--- src/rtl/core/mabsr_pkg.sv ---
// Package with shared types and constants for the multi-axis step interpolator.
`default_nettype none
package mabsr_pkg;
    localparam int QUEUE_DEPTH_DEF = 16;
    localparam int AXES_DEF = 3;
    localparam int FRAC_BITS_DEF = 8;
    localparam logic [15:0] INIT_INTERVAL_RST = 16'd6200;
    localparam logic [15:0] MIN_INTERVAL_RST = 16'd1000;
    localparam logic [2:0] AXIS_ENABLE_RST = 3'd3;

    typedef enum logic [2:0] {
        CMD_ENQUEUE = 3'd0,
        CMD_RUN     = 3'd1,
        CMD_ALARM   = 3'd2,
        CMD_STOP    = 3'd3,
        CMD_ZERO    = 3'd4
    } cmd_t;

    typedef enum logic [1:0] {
        REG_INIT_INTERVAL = 2'd0,
        REG_MIN_INTERVAL  = 2'd1,
        REG_AXIS_ENABLE   = 2'd2
    } reg_idx_t;

    typedef enum logic [3:0] {
        ST_IDLE,
        ST_RD,
        ST_RD_WAIT,
        ST_START,
        ST_START2,
        ST_ALARM,
        ST_DIV_SETUP,
        ST_DIV,
        ST_RAMP,
        ST_OUT
    } state_t;
endpackage
`default_nettype wire

--- src/rtl/core/mabsr_ram.sv ---
// Generic single-port-write, registered-read RAM.
`default_nettype none
module mabsr_ram #(
    parameter int WIDTH = 32,
    parameter int DEPTH = 16
) (
    input  wire logic                     clk,
    input  wire logic                     we,
    input  wire logic [$clog2(DEPTH)-1:0] waddr,
    input  wire logic [WIDTH-1:0]         wdata,
    input  wire logic [$clog2(DEPTH)-1:0] raddr,
    output logic      [WIDTH-1:0]         rdata
);
    logic [WIDTH-1:0] mem [DEPTH];

    always_ff @(posedge clk)
    begin
        if (we)
        begin
            mem[waddr] <= wdata;
        end
        rdata <= mem[raddr];
    end
endmodule
`default_nettype wire

--- src/rtl/core/multi_axis_bresenham_stepper_ramp_unit.sv ---
// Top level of the three-axis Bresenham step interpolator with speed ramp.
//
// Usage: commands arrive on the s_axis channel (tuser = cmd, tdata = targets),
// one result per command leaves on m_axis. Configuration registers are to be written
// on the cfg channel (index 0 initial interval, 1 minimum interval, 2 axis
// enable) only while the block is idle; the block itself does not enforce this.
// Sequence: enqueue, stop, zero, a run that starts no move and an alarm with no
// move to continue go from the read state straight to the output register; a run
// that starts a move reads the queue, then starts it; an alarm event that
// continues a move steps each axis in turn, then passes the ramp divider, a
// bit-serial divider that retires one quotient bit a cycle, and the ramp state.
// One command is worked on at a time; s_axis_tready is high only when no
// command is in flight and the output register is empty.
// Reset clears the queue, positions, move state and loads default registers.
// When the receiver stalls, the result is held in the output register and
// no new command is taken until it is delivered.
`default_nettype none
module multi_axis_bresenham_stepper_ramp_unit
    import mabsr_pkg::*;
#(
    parameter int QUEUE_DEPTH = QUEUE_DEPTH_DEF,
    parameter int AXES = AXES_DEF,
    parameter int FRAC_BITS = FRAC_BITS_DEF
) (
    input  wire logic         clk,
    input  wire logic         rst_n,
    input  wire logic         s_axis_tvalid,
    output logic              s_axis_tready,
    // tdata: target_x [31:0], target_y [63:32], target_z [95:64]
    input  wire logic [95:0]  s_axis_tdata,
    // tuser: cmd [2:0]
    input  wire logic [2:0]   s_axis_tuser,
    output logic              m_axis_tvalid,
    input  wire logic         m_axis_tready,
    // tdata: step_mask [2:0], dir_mask [5:3], next_delay_us [20:6], moving [21],
    // idle [22], accepted [23], queued [28:24], pos_x [60:29], pos_y [92:61],
    // pos_z [124:93], zero [127:125]
    output logic [127:0]      m_axis_tdata,
    input  wire logic         cfg_valid,
    output logic              cfg_ready,
    input  wire logic [1:0]   cfg_index,
    input  wire logic [15:0]  cfg_data
);
    localparam int QW = $clog2(QUEUE_DEPTH);
    localparam int FW = $clog2(QUEUE_DEPTH + 1);
    localparam int IW = 16 + FRAC_BITS;
    localparam int DW = IW + 1;
    localparam int CW = $clog2(DW + 1);
    localparam logic [IW-1:0] IV_MAX = {16'hFFFF, {FRAC_BITS{1'b0}}};

    state_t state_reg, state_next;

    logic [15:0] init_iv_reg, min_iv_reg;
    logic [2:0]  en_reg;

    logic [QW-1:0] head_reg, tail_reg;
    logic [FW-1:0] fill_reg;
    logic [31:0] pos_reg [3];
    logic [31:0] dist_reg [3];
    logic [31:0] err_reg [3];
    logic [31:0] done_reg [3];
    logic [2:0]  neg_reg;
    logic [31:0] longest_reg;
    logic [1:0]  lead_reg;
    logic        active_reg;
    logic [IW-1:0] iv_reg;
    logic [31:0] rc_reg, rl_reg;

    logic [2:0]  cmd_reg;
    logic [95:0] tgt_reg;
    logic [2:0]  steps_reg;
    logic        acc_reg;
    logic [14:0] delay_reg;
    logic [1:0]  ax_reg;
    logic        ramp_add_reg;

    // Serial divider: 2c / d, restoring, one bit per cycle.
    logic [DW-1:0] dq_reg;
    logic [33:0]   drem_reg;
    logic [33:0]   dden_reg;
    logic [CW-1:0] dcnt_reg;

    logic [95:0] rd_data;
    logic        q_we;

    mabsr_ram #(.WIDTH(96), .DEPTH(QUEUE_DEPTH)) u_queue (
        .clk  (clk),
        .we   (q_we),
        .waddr(tail_reg),
        .wdata(tgt_reg),
        .raddr(head_reg),
        .rdata(rd_data)
    );

    logic in_acc, out_acc;
    assign s_axis_tready = (state_reg == ST_IDLE) && !m_axis_tvalid;
    assign in_acc = s_axis_tvalid && s_axis_tready;
    assign out_acc = m_axis_tvalid && m_axis_tready;
    assign cfg_ready = 1'b1;
    assign q_we = (state_reg == ST_RD) && (cmd_reg == CMD_ENQUEUE)
                  && (fill_reg < FW'(QUEUE_DEPTH));

    // Working signals for the alarm step of the current axis and the move distances used at start.
    logic        ax_live;
    logic [32:0] ax_e;
    logic        ax_step;
    logic [31:0] lead_done;
    logic        all_done;
    logic [31:0] ad [3];
    logic        aneg [3];
    always_comb
    begin
        ax_live = en_reg[ax_reg] && dist_reg[ax_reg] != '0
                  && done_reg[ax_reg] < dist_reg[ax_reg];
        ax_e = {1'b0, err_reg[ax_reg]} + {1'b0, dist_reg[ax_reg]};
        ax_step = ax_live && (ax_e >= {1'b0, longest_reg});
        lead_done = done_reg[lead_reg];
        all_done = 1'b1;
        for (int i = 0; i < AXES; i++)
        begin
            if (en_reg[i] && dist_reg[i] != '0 && done_reg[i] < dist_reg[i])
                all_done = 1'b0;
        end
        for (int i = 0; i < 3; i++)
        begin
            logic [32:0] d;
            d = {tgt_reg[32*i+31], tgt_reg[32*i +: 32]} - {pos_reg[i][31], pos_reg[i]};
            aneg[i] = d[32];
            ad[i] = d[32] ? 32'(-d) : d[31:0];
        end
    end

    // Next state.
    always_comb
    begin
        state_next = state_reg;
        case (state_reg)
            ST_IDLE:      if (in_acc) state_next = ST_RD;
            ST_RD:
            begin
                if (cmd_reg == CMD_RUN && !active_reg && fill_reg != '0)
                    state_next = ST_RD_WAIT;
                else if (cmd_reg == CMD_ALARM && active_reg && !all_done)
                    state_next = ST_ALARM;
                else
                    state_next = ST_OUT;
            end
            ST_RD_WAIT:   state_next = ST_START;
            ST_START:     state_next = ST_START2;
            ST_START2:    state_next = ST_OUT;
            ST_ALARM:     state_next = (ax_reg == 2'(AXES - 1)) ? ST_DIV_SETUP : ST_ALARM;
            ST_DIV_SETUP: state_next = ST_DIV;
            ST_DIV:       state_next = (dcnt_reg == '0) ? ST_RAMP : ST_DIV;
            ST_RAMP:      state_next = ST_OUT;
            ST_OUT:       state_next = ST_IDLE;
            default:      state_next = ST_IDLE;
        endcase
    end

    logic [33:0] rc_p1_x4;
    logic [IW:0] iv_sum;
    logic [34:0] dtrial;
    always_comb
    begin
        rc_p1_x4 = {rc_reg + 32'd1, 2'b00};
        iv_sum = {1'b0, iv_reg} + {1'b0, dq_reg[IW-1:0]};
        dtrial = {drem_reg, dq_reg[DW-1]} - {1'b0, dden_reg};
    end

    always_ff @(posedge clk or negedge rst_n)
    begin
        if (!rst_n)
        begin
            state_reg <= ST_IDLE;
            init_iv_reg <= INIT_INTERVAL_RST;
            min_iv_reg <= MIN_INTERVAL_RST;
            en_reg <= AXIS_ENABLE_RST;
            head_reg <= '0;
            tail_reg <= '0;
            fill_reg <= '0;
            for (int i = 0; i < 3; i++)
            begin
                pos_reg[i] <= '0;
                dist_reg[i] <= '0;
                err_reg[i] <= '0;
                done_reg[i] <= '0;
            end
            neg_reg <= '0;
            longest_reg <= '0;
            lead_reg <= '0;
            active_reg <= 1'b0;
            iv_reg <= '0;
            rc_reg <= '0;
            rl_reg <= '0;
            m_axis_tvalid <= 1'b0;
            cmd_reg <= '0;
            dcnt_reg <= '0;
            ax_reg <= '0;
        end
        else
        begin
            state_reg <= state_next;
            if (cfg_valid && cfg_ready)
            begin
                case (cfg_index)
                    REG_INIT_INTERVAL: init_iv_reg <= cfg_data;
                    REG_MIN_INTERVAL:  min_iv_reg <= cfg_data;
                    REG_AXIS_ENABLE:   en_reg <= cfg_data[2:0];
                    default:           ;
                endcase
            end
            if (out_acc)
                m_axis_tvalid <= 1'b0;
            case (state_reg)
                ST_IDLE:
                begin
                    if (in_acc)
                    begin
                        cmd_reg <= s_axis_tuser;
                        tgt_reg <= s_axis_tdata;
                        steps_reg <= '0;
                        acc_reg <= 1'b0;
                        delay_reg <= '0;
                        ax_reg <= '0;
                    end
                end
                ST_RD:
                begin
                    case (cmd_reg)
                        CMD_ENQUEUE:
                        begin
                            if (fill_reg < FW'(QUEUE_DEPTH))
                            begin
                                tail_reg <= (tail_reg == QW'(QUEUE_DEPTH - 1)) ? '0
                                            : tail_reg + 1'b1;
                                fill_reg <= fill_reg + 1'b1;
                                acc_reg <= 1'b1;
                            end
                        end
                        CMD_ALARM:
                        begin
                            if (active_reg && all_done)
                            begin
                                active_reg <= 1'b0;
                                ax_reg <= '0;
                            end
                        end
                        CMD_STOP:
                        begin
                            active_reg <= 1'b0;
                            head_reg <= '0;
                            tail_reg <= '0;
                            fill_reg <= '0;
                        end
                        CMD_ZERO:
                        begin
                            if (!active_reg && fill_reg == '0)
                            begin
                                for (int i = 0; i < AXES; i++)
                                    if (en_reg[i]) pos_reg[i] <= '0;
                                acc_reg <= 1'b1;
                            end
                        end
                        default: ;
                    endcase
                end
                ST_RD_WAIT: ;
                ST_START:
                begin
                    tgt_reg <= rd_data;
                    head_reg <= (head_reg == QW'(QUEUE_DEPTH - 1)) ? '0 : head_reg + 1'b1;
                    fill_reg <= fill_reg - 1'b1;
                end
                ST_START2:
                begin
                    logic [31:0] lg;
                    logic [1:0]  la;
                    lg = '0;
                    la = '0;
                    for (int i = 0; i < AXES; i++)
                    begin
                        done_reg[i] <= '0;
                        if (en_reg[i])
                        begin
                            neg_reg[i] <= aneg[i];
                            dist_reg[i] <= ad[i];
                            if (ad[i] > lg)
                            begin
                                lg = ad[i];
                                la = 2'(i);
                            end
                        end
                        else
                        begin
                            neg_reg[i] <= 1'b0;
                            dist_reg[i] <= '0;
                            err_reg[i] <= '0;
                        end
                    end
                    longest_reg <= lg;
                    lead_reg <= la;
                    if (lg != '0)
                    begin
                        for (int i = 0; i < AXES; i++)
                            err_reg[i] <= (en_reg[i] && ad[i] != '0) ? (lg >> 1) : '0;
                        active_reg <= 1'b1;
                        iv_reg <= {init_iv_reg, {FRAC_BITS{1'b0}}};
                        rc_reg <= '0;
                        rl_reg <= '0;
                        delay_reg <= init_iv_reg[15:1];
                    end
                end
                ST_ALARM:
                begin
                    if (ax_live)
                    begin
                        err_reg[ax_reg] <= ax_step ? 32'(ax_e - {1'b0, longest_reg})
                                                   : ax_e[31:0];
                        if (ax_step)
                        begin
                            pos_reg[ax_reg] <= neg_reg[ax_reg] ? pos_reg[ax_reg] - 32'd1
                                                               : pos_reg[ax_reg] + 32'd1;
                            done_reg[ax_reg] <= done_reg[ax_reg] + 32'd1;
                            steps_reg[ax_reg] <= 1'b1;
                        end
                    end
                    ax_reg <= ax_reg + 1'b1;
                end
                ST_DIV_SETUP:
                begin
                    // Dividend 2c, divisor 4n+1 (accel) or 4n-1 (decel, n after dec); no division otherwise.
                    dq_reg <= {iv_reg, 1'b0};
                    drem_reg <= '0;
                    dcnt_reg <= CW'(DW);
                    ramp_add_reg <= 1'b0;
                    if (rl_reg == '0)
                    begin
                        dden_reg <= rc_p1_x4 + 34'd1;
                        rc_reg <= rc_reg + 32'd1;
                    end
                    else if ({1'b0, lead_done} + {1'b0, rl_reg} >= {1'b0, longest_reg}
                             && rc_reg > 32'd1)
                    begin
                        dden_reg <= {rc_reg - 32'd1, 2'b00} - 34'd1;
                        rc_reg <= rc_reg - 32'd1;
                        ramp_add_reg <= 1'b1;
                    end
                    else
                    begin
                        if ({1'b0, lead_done} + {1'b0, rl_reg} >= {1'b0, longest_reg}
                            && rc_reg == 32'd1)
                            rc_reg <= '0;
                        dcnt_reg <= '0;
                        dden_reg <= '0;
                        dq_reg <= '0;
                    end
                end
                ST_DIV:
                begin
                    if (dcnt_reg != '0)
                    begin
                        if (!dtrial[34])
                        begin
                            drem_reg <= dtrial[33:0];
                            dq_reg <= {dq_reg[DW-2:0], 1'b1};
                        end
                        else
                        begin
                            drem_reg <= {drem_reg[32:0], dq_reg[DW-1]};
                            dq_reg <= {dq_reg[DW-2:0], 1'b0};
                        end
                        dcnt_reg <= dcnt_reg - 1'b1;
                    end
                end
                ST_RAMP:
                begin
                    logic [IW:0] c;
                    if (rl_reg == '0)
                    begin
                        c = {1'b0, iv_reg} - {1'b0, dq_reg[IW-1:0]};
                        if (c <= {1'b0, min_iv_reg, {FRAC_BITS{1'b0}}})
                            c = {1'b0, min_iv_reg, {FRAC_BITS{1'b0}}};
                        // The ramp ends at the speed limit or at the move midpoint.
                        if (c == {1'b0, min_iv_reg, {FRAC_BITS{1'b0}}}
                            || lead_done >= (longest_reg >> 1))
                            rl_reg <= lead_done;
                    end
                    else if (ramp_add_reg)
                        c = (dq_reg[DW-1] || iv_sum > {1'b0, IV_MAX}) ? {1'b0, IV_MAX}
                                                                       : iv_sum;
                    else
                        c = {1'b0, iv_reg};
                    iv_reg <= c[IW-1:0];
                    delay_reg <= c[FRAC_BITS+15:FRAC_BITS+1];
                end
                ST_OUT:
                begin
                    m_axis_tvalid <= 1'b1;
                    m_axis_tdata <= {3'b000,
                                     (AXES > 2) ? pos_reg[2] : 32'd0,
                                     (AXES > 1) ? pos_reg[1] : 32'd0,
                                     pos_reg[0],
                                     5'(fill_reg),
                                     acc_reg,
                                     !active_reg && fill_reg == '0,
                                     active_reg,
                                     delay_reg,
                                     neg_reg,
                                     steps_reg};
                end
                default: ;
            endcase
        end
    end

    assert property (@(posedge clk) disable iff (!rst_n)
        fill_reg <= FW'(QUEUE_DEPTH))
        else $error("queue fill above depth");
    assert property (@(posedge clk) disable iff (!rst_n)
        m_axis_tvalid |-> state_reg != ST_DIV)
        else $error("divider busy while result pending");
    assert property (@(posedge clk) disable iff (!rst_n)
        in_acc |=> state_reg == ST_RD)
        else $error("accepted request not processed");
endmodule
`default_nettype wire

--- config.mk ---
export PLATFORM = sky130hd
export DESIGN_NAME = multi_axis_bresenham_stepper_ramp_unit
export DESIGN_NICKNAME = d
export VERILOG_FILES = /design/src/rtl/core/mabsr_pkg.sv /design/src/rtl/core/mabsr_ram.sv /design/src/rtl/core/multi_axis_bresenham_stepper_ramp_unit.sv
export SDC_FILE = /design/constraint.sdc
export NUM_CORES = 2
export LEC_CHECK = 0
export ABC_AREA = 1
export CAP_MARGIN = 20
export CORE_UTILIZATION = 45
export CTS_BUF_LIST = sky130_fd_sc_hd__clkbuf_16
export CTS_CLUSTER_SIZE = 8
export DETAILED_ROUTE_END_ITERATION = 10
export DONT_BUFFER_PORTS = 1
export SYNTH_ARGS = -nofsm -noshare
export SYNTH_HDL_FRONTEND = slang
export SYNTH_SLANG_ARGS = --single-unit
--- constraint.sdc ---
create_clock -name clk -period 11.45 [get_ports clk]
set_clock_uncertainty 0.05 [all_clocks]
set_input_delay 1.145 -clock clk [delete_from_list [all_inputs] [get_ports clk]]
set_output_delay 1.145 -clock clk [all_outputs]
set_load 0.1 [all_outputs]
; ---- Word-level counts from Yosys, hierarchy flattened
; Memory sizes are Yosys's and may differ from the RTL's. A register that Yosys moved wholly into a read port is not among the register bits.
; Index checks and enable logic that the tools add are counted.
[op_classes]
n_addsub = 25
order_cmp = 19
eq_ne = 47
mux = 145
n_bitwise = 3
reduce_logical = 91
[op_table]
columns = operator, n
row1 = 32-bit 2-to-1 mux, 40
row2 = 96-bit 2-to-1 mux, 9
row3 = 96-bit one-hot mux with 2 select lines, 4
row4 = 32-bit binary-select mux with 2-bit select, 5
row5 = 96-bit bitwise mux, 3
row6 = 32-bit nonzero test, 8
row7 = 25-bit 2-to-1 mux, 6
row8 = 34-bit 2-to-1 mux, 4
row9 = 32-bit < comparator, 4
row10 = 32-bit one-hot mux with 2 select lines, 2
row11 = 32-bit by 32-bit subtractor with 33-bit output, 3
row12 = "32-bit by 1-bit adder with 32-bit output, second input constant", 3
row13 = 24-bit 2-to-1 mux, 4
row14 = 32-bit negator, 3
row15 = 31-bit 2-to-1 mux, 3
row16 = 34-bit one-hot mux with 2 select lines, 1
row17 = 32-bit by 32-bit adder with 33-bit output, 2
row18 = 33-bit by 32-bit greater-or-equal comparator with 1-bit output, 2
row19 = 32-bit demux with 2-bit select, 1
row20 = "32-bit by 1-bit greater-than comparator with 1-bit output, second input constant", 2
row21 = 32-bit greater-than comparator, 2
row22 = "32-bit by 1-bit subtractor with 32-bit output, second input constant", 2
row23 = 25-bit one-hot mux with 2 select lines, 1
row24 = 24-bit one-hot mux with 2 select lines, 1
row25 = other kinds (69), 215
[totals]
regBits = 907
ramBits = 1536
in_bits = 122
out_inout_bits = 131
wordCells = 371
memories = 1
[mem_list]
columns = name, words, width, read_ports, rd_ports_with_merged_regs, wr, line
row1 = u_queue.mem, 16, 96, 1, 1, 1, mabsr_ram.sv:14  ; logic [WIDTH-1:0] mem [DEPTH];

; ---- Depth between registers and ports, before layout
[depth]
word_depth = 18
ltp_mapped = 66

; ---- Cells and area by module
; Synthesis repeated with hierarchy kept, for this count alone.
[unflattened]
cells_unflattened = 16361
hier_area_um2 = 139815.3
[modules_own_cells]
columns = mod, instances, cells_per_inst, area_per_inst_um2
row1 = multi_axis_bresenham_stepper_ramp_unit, 1, 10059, 72106.7
row2 = mabsr_ram, 1, 6302, 67708.7

; ---- Worst setup path before layout
; No wires, ideal clock.
[synth_timing]
path_type = register to register
start = register tgt_reg[0]
end = register delay_reg[0], enable pin
setup_time_ps = 392
arrival_ps = 7684
t_required_ps = 11008
setup_slack_ps = 3325
path_stages_with_launch = 58
path_buffers = 4
period_less_slack_ps = 8125
cell_sequence = edfxtp_1 > inv_1 > ha_1 > fa_1 > inv_1 > nand2_1 > nand2_1 > nand3_1 > nand2_1 > nand2_1 > nor2_2 > nand3_2 > nor2_2 > nand3_2 > nor2_2 > nand2_1 > nand2_2 > xor2_1 > (+22 left out) > nand2_1 > nand3_1 > a21oi_1 > a211o_1 > nand2_1 > o211ai_1 > nand2_1 > buf_2 > buf_2 > nand2_1 > o21ai_0 > nor2_1 > nand3_1 > nor2_2 > nand3_4 > nand2_4 > buf_2 > a21oi_1
[synth_between]
elab_chain_cells = 18
[synth_lines]
columns = element, line
row1 = from (decl), multi_axis_bresenham_stepper_ramp_unit.sv:70  ; logic [95:0] tgt_reg;
row2 = from (signal assigned), multi_axis_bresenham_stepper_ramp_unit.sv:220  ; tgt_reg <= s_axis_tdata;
row3 = from (signal assigned), multi_axis_bresenham_stepper_ramp_unit.sv:270  ; tgt_reg <= rd_data;
row4 = 32-bit by 32-bit subtractor with 33-bit output *, multi_axis_bresenham_stepper_ramp_unit.sv:127  ; d = {tgt_reg[32*i+31], tgt_reg[32*i +: 32]} - {pos_reg[i][31], pos_reg[i]};
row5 = 32-bit negator, multi_axis_bresenham_stepper_ramp_unit.sv:129  ; ad[i] = d[32] ? 32'(-d) : d[31:0];
row6 = 32-bit 2-to-1 mux *, multi_axis_bresenham_stepper_ramp_unit.sv:129
row7 = 32-bit by 1-bit greater-than comparator with 1-bit output, multi_axis_bresenham_stepper_ramp_unit.sv:287  ; if (ad[i] > lg)
row8 = 32-bit 2-to-1 mux *, multi_axis_bresenham_stepper_ramp_unit.sv:287
row9 = 32-bit 2-to-1 mux *, multi_axis_bresenham_stepper_ramp_unit.sv:283  ; if (en_reg[i])
row10 = 32-bit 2-to-1 mux *, multi_axis_bresenham_stepper_ramp_unit.sv:214  ; case (state_reg)
row11 = 32-bit greater-than comparator, multi_axis_bresenham_stepper_ramp_unit.sv:287
row12 = (+2 left out), -
row13 = 32-bit 2-to-1 mux *, multi_axis_bresenham_stepper_ramp_unit.sv:214
row14 = 32-bit greater-than comparator, multi_axis_bresenham_stepper_ramp_unit.sv:287
row15 = 32-bit 2-to-1 mux, multi_axis_bresenham_stepper_ramp_unit.sv:287
row16 = 32-bit 2-to-1 mux *, multi_axis_bresenham_stepper_ramp_unit.sv:283
row17 = 32-bit 2-to-1 mux *, multi_axis_bresenham_stepper_ramp_unit.sv:214
row18 = 32-bit nonzero test *, multi_axis_bresenham_stepper_ramp_unit.sv:302  ; if (lg != '0)
row19 = 2-bit != test (no source line) *, -
row20 = 4-bit AND reduction (no source line) *, -
row21 = to (signal assigned), multi_axis_bresenham_stepper_ramp_unit.sv:310  ; delay_reg <= init_iv_reg[15:1];
row22 = to (signal assigned), multi_axis_bresenham_stepper_ramp_unit.sv:394  ; delay_reg <= c[FRAC_BITS+15:FRAC_BITS+1];
row23 = to (decl), multi_axis_bresenham_stepper_ramp_unit.sv:73  ; logic [14:0] delay_reg;
; Mark *: on every way between the ends. The rest lies on a longest branch, timed or not. The select of a mux whose other input is x is not followed.
; A chain may end at the register's enable or synchronous reset.

; ---- Final worst setup path
[layout_timing]
start = register tgt_reg[50]
end = register err_reg[63] (netlist bit)
[layout_between]
elab_chain_cells = 14
word_cells_on_any_way = 16
cone_classes = add/sub: 2 / order compare: 2 / eq/ne: 1 / mux: 9 / reduce/logical: 2
[layout_lines]
columns = element, line
row1 = 32-bit by 32-bit subtractor with 33-bit output *, multi_axis_bresenham_stepper_ramp_unit.sv:127
row2 = 32-bit negator, multi_axis_bresenham_stepper_ramp_unit.sv:129
row3 = 32-bit 2-to-1 mux *, multi_axis_bresenham_stepper_ramp_unit.sv:129
row4 = 32-bit greater-than comparator, multi_axis_bresenham_stepper_ramp_unit.sv:287
row5 = 32-bit 2-to-1 mux *, multi_axis_bresenham_stepper_ramp_unit.sv:287
row6 = 32-bit 2-to-1 mux *, multi_axis_bresenham_stepper_ramp_unit.sv:283
row7 = 32-bit 2-to-1 mux *, multi_axis_bresenham_stepper_ramp_unit.sv:214
row8 = 32-bit greater-than comparator, multi_axis_bresenham_stepper_ramp_unit.sv:287
row9 = 32-bit 2-to-1 mux, multi_axis_bresenham_stepper_ramp_unit.sv:287
row10 = 32-bit 2-to-1 mux *, multi_axis_bresenham_stepper_ramp_unit.sv:283
row11 = 32-bit 2-to-1 mux *, multi_axis_bresenham_stepper_ramp_unit.sv:214
row12 = 32-bit nonzero test *, multi_axis_bresenham_stepper_ramp_unit.sv:302
row13 = 3-bit != test (no source line) / 96-bit 2-to-1 mux (equally long branches), -
row14 = 3-bit AND reduction (no source line) / 96-bit one-hot mux with 2 select lines (equally long branches), -
row15 = "to (signal, indexed assignment)", multi_axis_bresenham_stepper_ramp_unit.sv:305  ; err_reg[i] <= (en_reg[i] && ad[i] != '0) ? (lg >> 1) : '0;
row16 = "to (signal, indexed assignment)", multi_axis_bresenham_stepper_ramp_unit.sv:317  ; err_reg[ax_reg] <= ax_step ? 32'(ax_e - {1'b0, longest_reg})
row17 = to (decl), multi_axis_bresenham_stepper_ramp_unit.sv:60  ; logic [31:0] err_reg [3];
; Marks and branches as above.

==> results.json <==
{
  "syn2layout_area_growth_pct": 11.3,
  "seq_area_frac_synth_pct": 54.7,
  "maxCapViolCount": 0,
  "detail_route.wl_per_cell_um": 26.4,
  "avgSynthCellArea_um2": 9.31,
  "num-fill-cells": 26900,
  "routed_wl_mm": 482,
  "routed.top_layer": "met5",
  "clk_pin_slew_worst_paths_ns": 0.05,
  "grt-ovfl-total": 0,
  "crit_path_start": "tgt_reg[50]",
  "finalNetCount": 14900,
  "outcome": "complete, no violations",
  "grt_pass1_vias": 101000,
  "ys_seq_elements": 2538,
  "synth-edff-count": 1869,
  "min_period_ns": 10.85,
  "max_stage_delay_ns": 0.73,
  "tns_ns": 0,
  "die_area_um2": 296000,
  "antenna_found_initial": 34,
  "hold_path_class": "in2async",
  "finalCritPeriodShare_pct": 94.8,
  "finalMaxSlewViolations": 0,
  "htreeDepth": 5,
  "hold_viol": 0,
  "clock-root-buffer": "clkbuf_16",
  "netlist_instances": 14200,
  "stdcell_count": 18300,
  "largest_register_ffs": 1536,
  "power.switching_w": 0.0133,
  "ys_warn_count": 0,
  "clk_latency_ns": 0.95,
  "crit_path_start_kind": "flip-flop",
  "path_class": "reg2reg",
  "syn-cell-area_um2": 132000,
  "yosys-top-cells-area": "edfxtp_1 (42%), dfrtp_1 (11%), nand2_1 (9.1%)",
  "synth_top_area_cell": "edfxtp_1",
  "cts.sinks": 2538,
  "drt-met1-wl_mm": 194,
  "num_io_pins": 253,
  "path_buf_inv": 6,
  "grt.total_usage_pct": 31.8,
  "wl_met3_mm": 38.5,
  "dieHeight_um": 544,
  "pwr-share-clk_pct": 29.8,
  "async_flop_share_pct": 22.6,
  "synth_ff_type": "edfxtp_1",
  "swShare_pct": 40.4,
  "dp_cells": 17700,
  "die_w_um": 544,
  "drc": 0,
  "cp_data_arrival_time_ns": 11.65,
  "clk_path_buf_depth": 4,
  "leakage_nw": 61.7,
  "drive_above_1_share_pct": 5.88,
  "drtPass1Iterations": 7,
  "final_common_cell": "nand2_1",
  "fmax_ghz": 0.0921,
  "cpMaxStageDelayCell": "edfxtp_1",
  "avgViaCountPerCell": 5.87,
  "io_buffers": 0,
  "crit_required_ns": 12.24,
  "path_common_cell": "nand2_1",
  "cp_max_fo": 34,
  "p_int_w": 0.0196,
  "wl_met2_mm": 220,
  "setup_viol": 0,
  "tightest_slew_ns": 1.37,
  "coreArea_um2": 292000,
  "r2r-start": "tgt_reg[50]",
  "start_util_pct": 45.4,
  "endpoint_kind": "flip-flop",
  "synth.distinct_cells": 84,
  "multi_input_area_um2": 52600,
  "slew-limit-headroom_pct": 8.78,
  "top_register": "u_queue.mem",
  "p_seq_share_pct": 35.2,
  "gp_congestion": 1.01,
  "synth_top_cell_area_share_pct": 42.4,
  "reg.largest.list": "u_queue.mem: 1536 flops, m_axis_tdata: 125 flops",
  "layout_common_cells": "nand2_1 (3212), edfxtp_1 (1869), inv_1 (1479)",
  "vias": 107000,
  "grt_max_degree": 248,
  "seq_area_um2": 72400,
  "cp_top_family": "simple AND/OR/NAND/NOR gates",
  "hpwl_mm": 314,
  "cts_buffers": 358,
  "peakVddDrop_uv": 482,
  "grt_first_pass_wirelength_mm": 693,
  "cts_tree": "done",
  "ant_nets": 0,
  "rsz0062_at_grt": "no",
  "rows": 198,
  "p_comb_share_pct": 35.0,
  "power_density_nw_per_um2": 224,
  "first_iter_violations": 12600
}
==> metal layers <==
metal	global-route usage [%]	up-vias
met5	0	-
li1	-	49300
met4	17.2	12
met3	4.72	1042
met1	41.8	52300
met2	50.7	4799
==> per-stage QoR <==
| stage | worst slack, ns | utilization [%] | hold WS (ns) | area (um2) | power (W) |
|---|---|---|---|---|---|
| 3_3_place_gp | 0.725 | 46.8 | 0.379 | 136000 | 0.0229 |
| 4_1_cts | 0.584 | 50.4 | 0.175 | 147000 | 0.0328 |
| 5_1_grt | 0.0797 | 50.5 | 0.190 | 147000 | 0.0344 |
| 3_5_place_dp | 0.649 | 46.8 | 0.382 | 137000 | 0.0230 |
| 2_1_floorplan | 3.32 | - | 0.350 | 132000 | 0.0188 |
| 6_report | 0.595 | 50.5 | 0.132 | 147000 | 0.0329 |
==> final timing paths <==
path / end / slack [ns] / depth (start not counted)
worst max-delay path: err_reg[63] / 0.60 / 47
worst min-delay path: rc_reg[28] / 0.13 / 1
worst max register to register: err_reg[63] / 0.60 / 47
worst min register to register: m_axis_tdata[109] / 0.40 / 0
max in group asynchronous: rl_reg[21] / 8.48 / 3
min in group clk: m_axis_tvalid / 0.27 / 1
==> cell type report <==
cell class | instances | share of cell area (%)
Tap cell | 3900 | 3.32
Clock buffer | 360 | 6.12
Sequential cell | 2538 | 49.2
Multi-Input combinational cell | 9708 | 35.7
Timing Repair Buffer | 207 | 1.28
Inverter | 1316 | 3.39
Clock inverter | 248 | 0.941
Antenna cell | 9 | 0.0153
==> synthesized netlist by cell type, types with 57 or more instances <==
| cell type | number |
|---|---|
| nand2_1 | 3216 |
| edfxtp_1 | 1869 |
| o21ai_0 | 1373 |
| inv_1 | 1272 |
| nor2_1 | 1080 |
| a21oi_1 | 891 |
| nand3_1 | 628 |
| ha_1 | 592 |
| dfrtp_1 | 560 |
| clkbuf_1 | 529 |
| o22ai_1 | 347 |
| nand4_1 | 312 |
| xor2_1 | 267 |
| a221oi_1 | 132 |
| nor3_1 | 112 |
| dfxtp_1 | 96 |
| o221ai_1 | 78 |
| o21a_1 | 76 |
| xnor2_1 | 74 |
| buf_2 | 58 |
| o21ai_1 | 57 |
==> cell families (layout without fill, tap and decap cells) <==
| logic type | after synthesis | after routing | share of synthesized area [%] |
|---|---|---|---|
| buffers and inverters | 1973 | 2131 | 5.81 |
| adder cells (fa/ha/maj) | 602 | 602 | 5.75 |
| flip-flops | 2538 | 2538 | 54.7 |
| AO/OA/AOI/OAI | 3195 | 3195 | 13.7 |
| XOR/XNOR | 349 | 349 | 2.36 |
| other | 2 | 13 | 0.00568 |
| multiplexers | 3 | 3 | 0.0255 |
| AND/OR/NAND/NOR | 5552 | 5555 | 17.6 |
==> power by group through the flow <==
stage / registers [W] / logic [W] / clock network (W)
CTS: 0.0116 / 0.0113 / 0.00992
global placement: 0.0117 / 0.0112 / 0
finish: 0.0116 / 0.0115 / 0.00982
floorplan: 0.0115 / 0.00723 / 0
global route: 0.0116 / 0.0125 / 0.0103
detailed placement: 0.0117 / 0.0112 / 0
==> timing repair <==
item / in CTS / in global routing
hold endpoints to repair: 2 / 0
setup endpoints to repair: 0 / 197
hold buffers: 1 / 0
buffers inserted: 0 / 3
resized for setup: 0 / 12
Power figures use the tool's default switching activity.
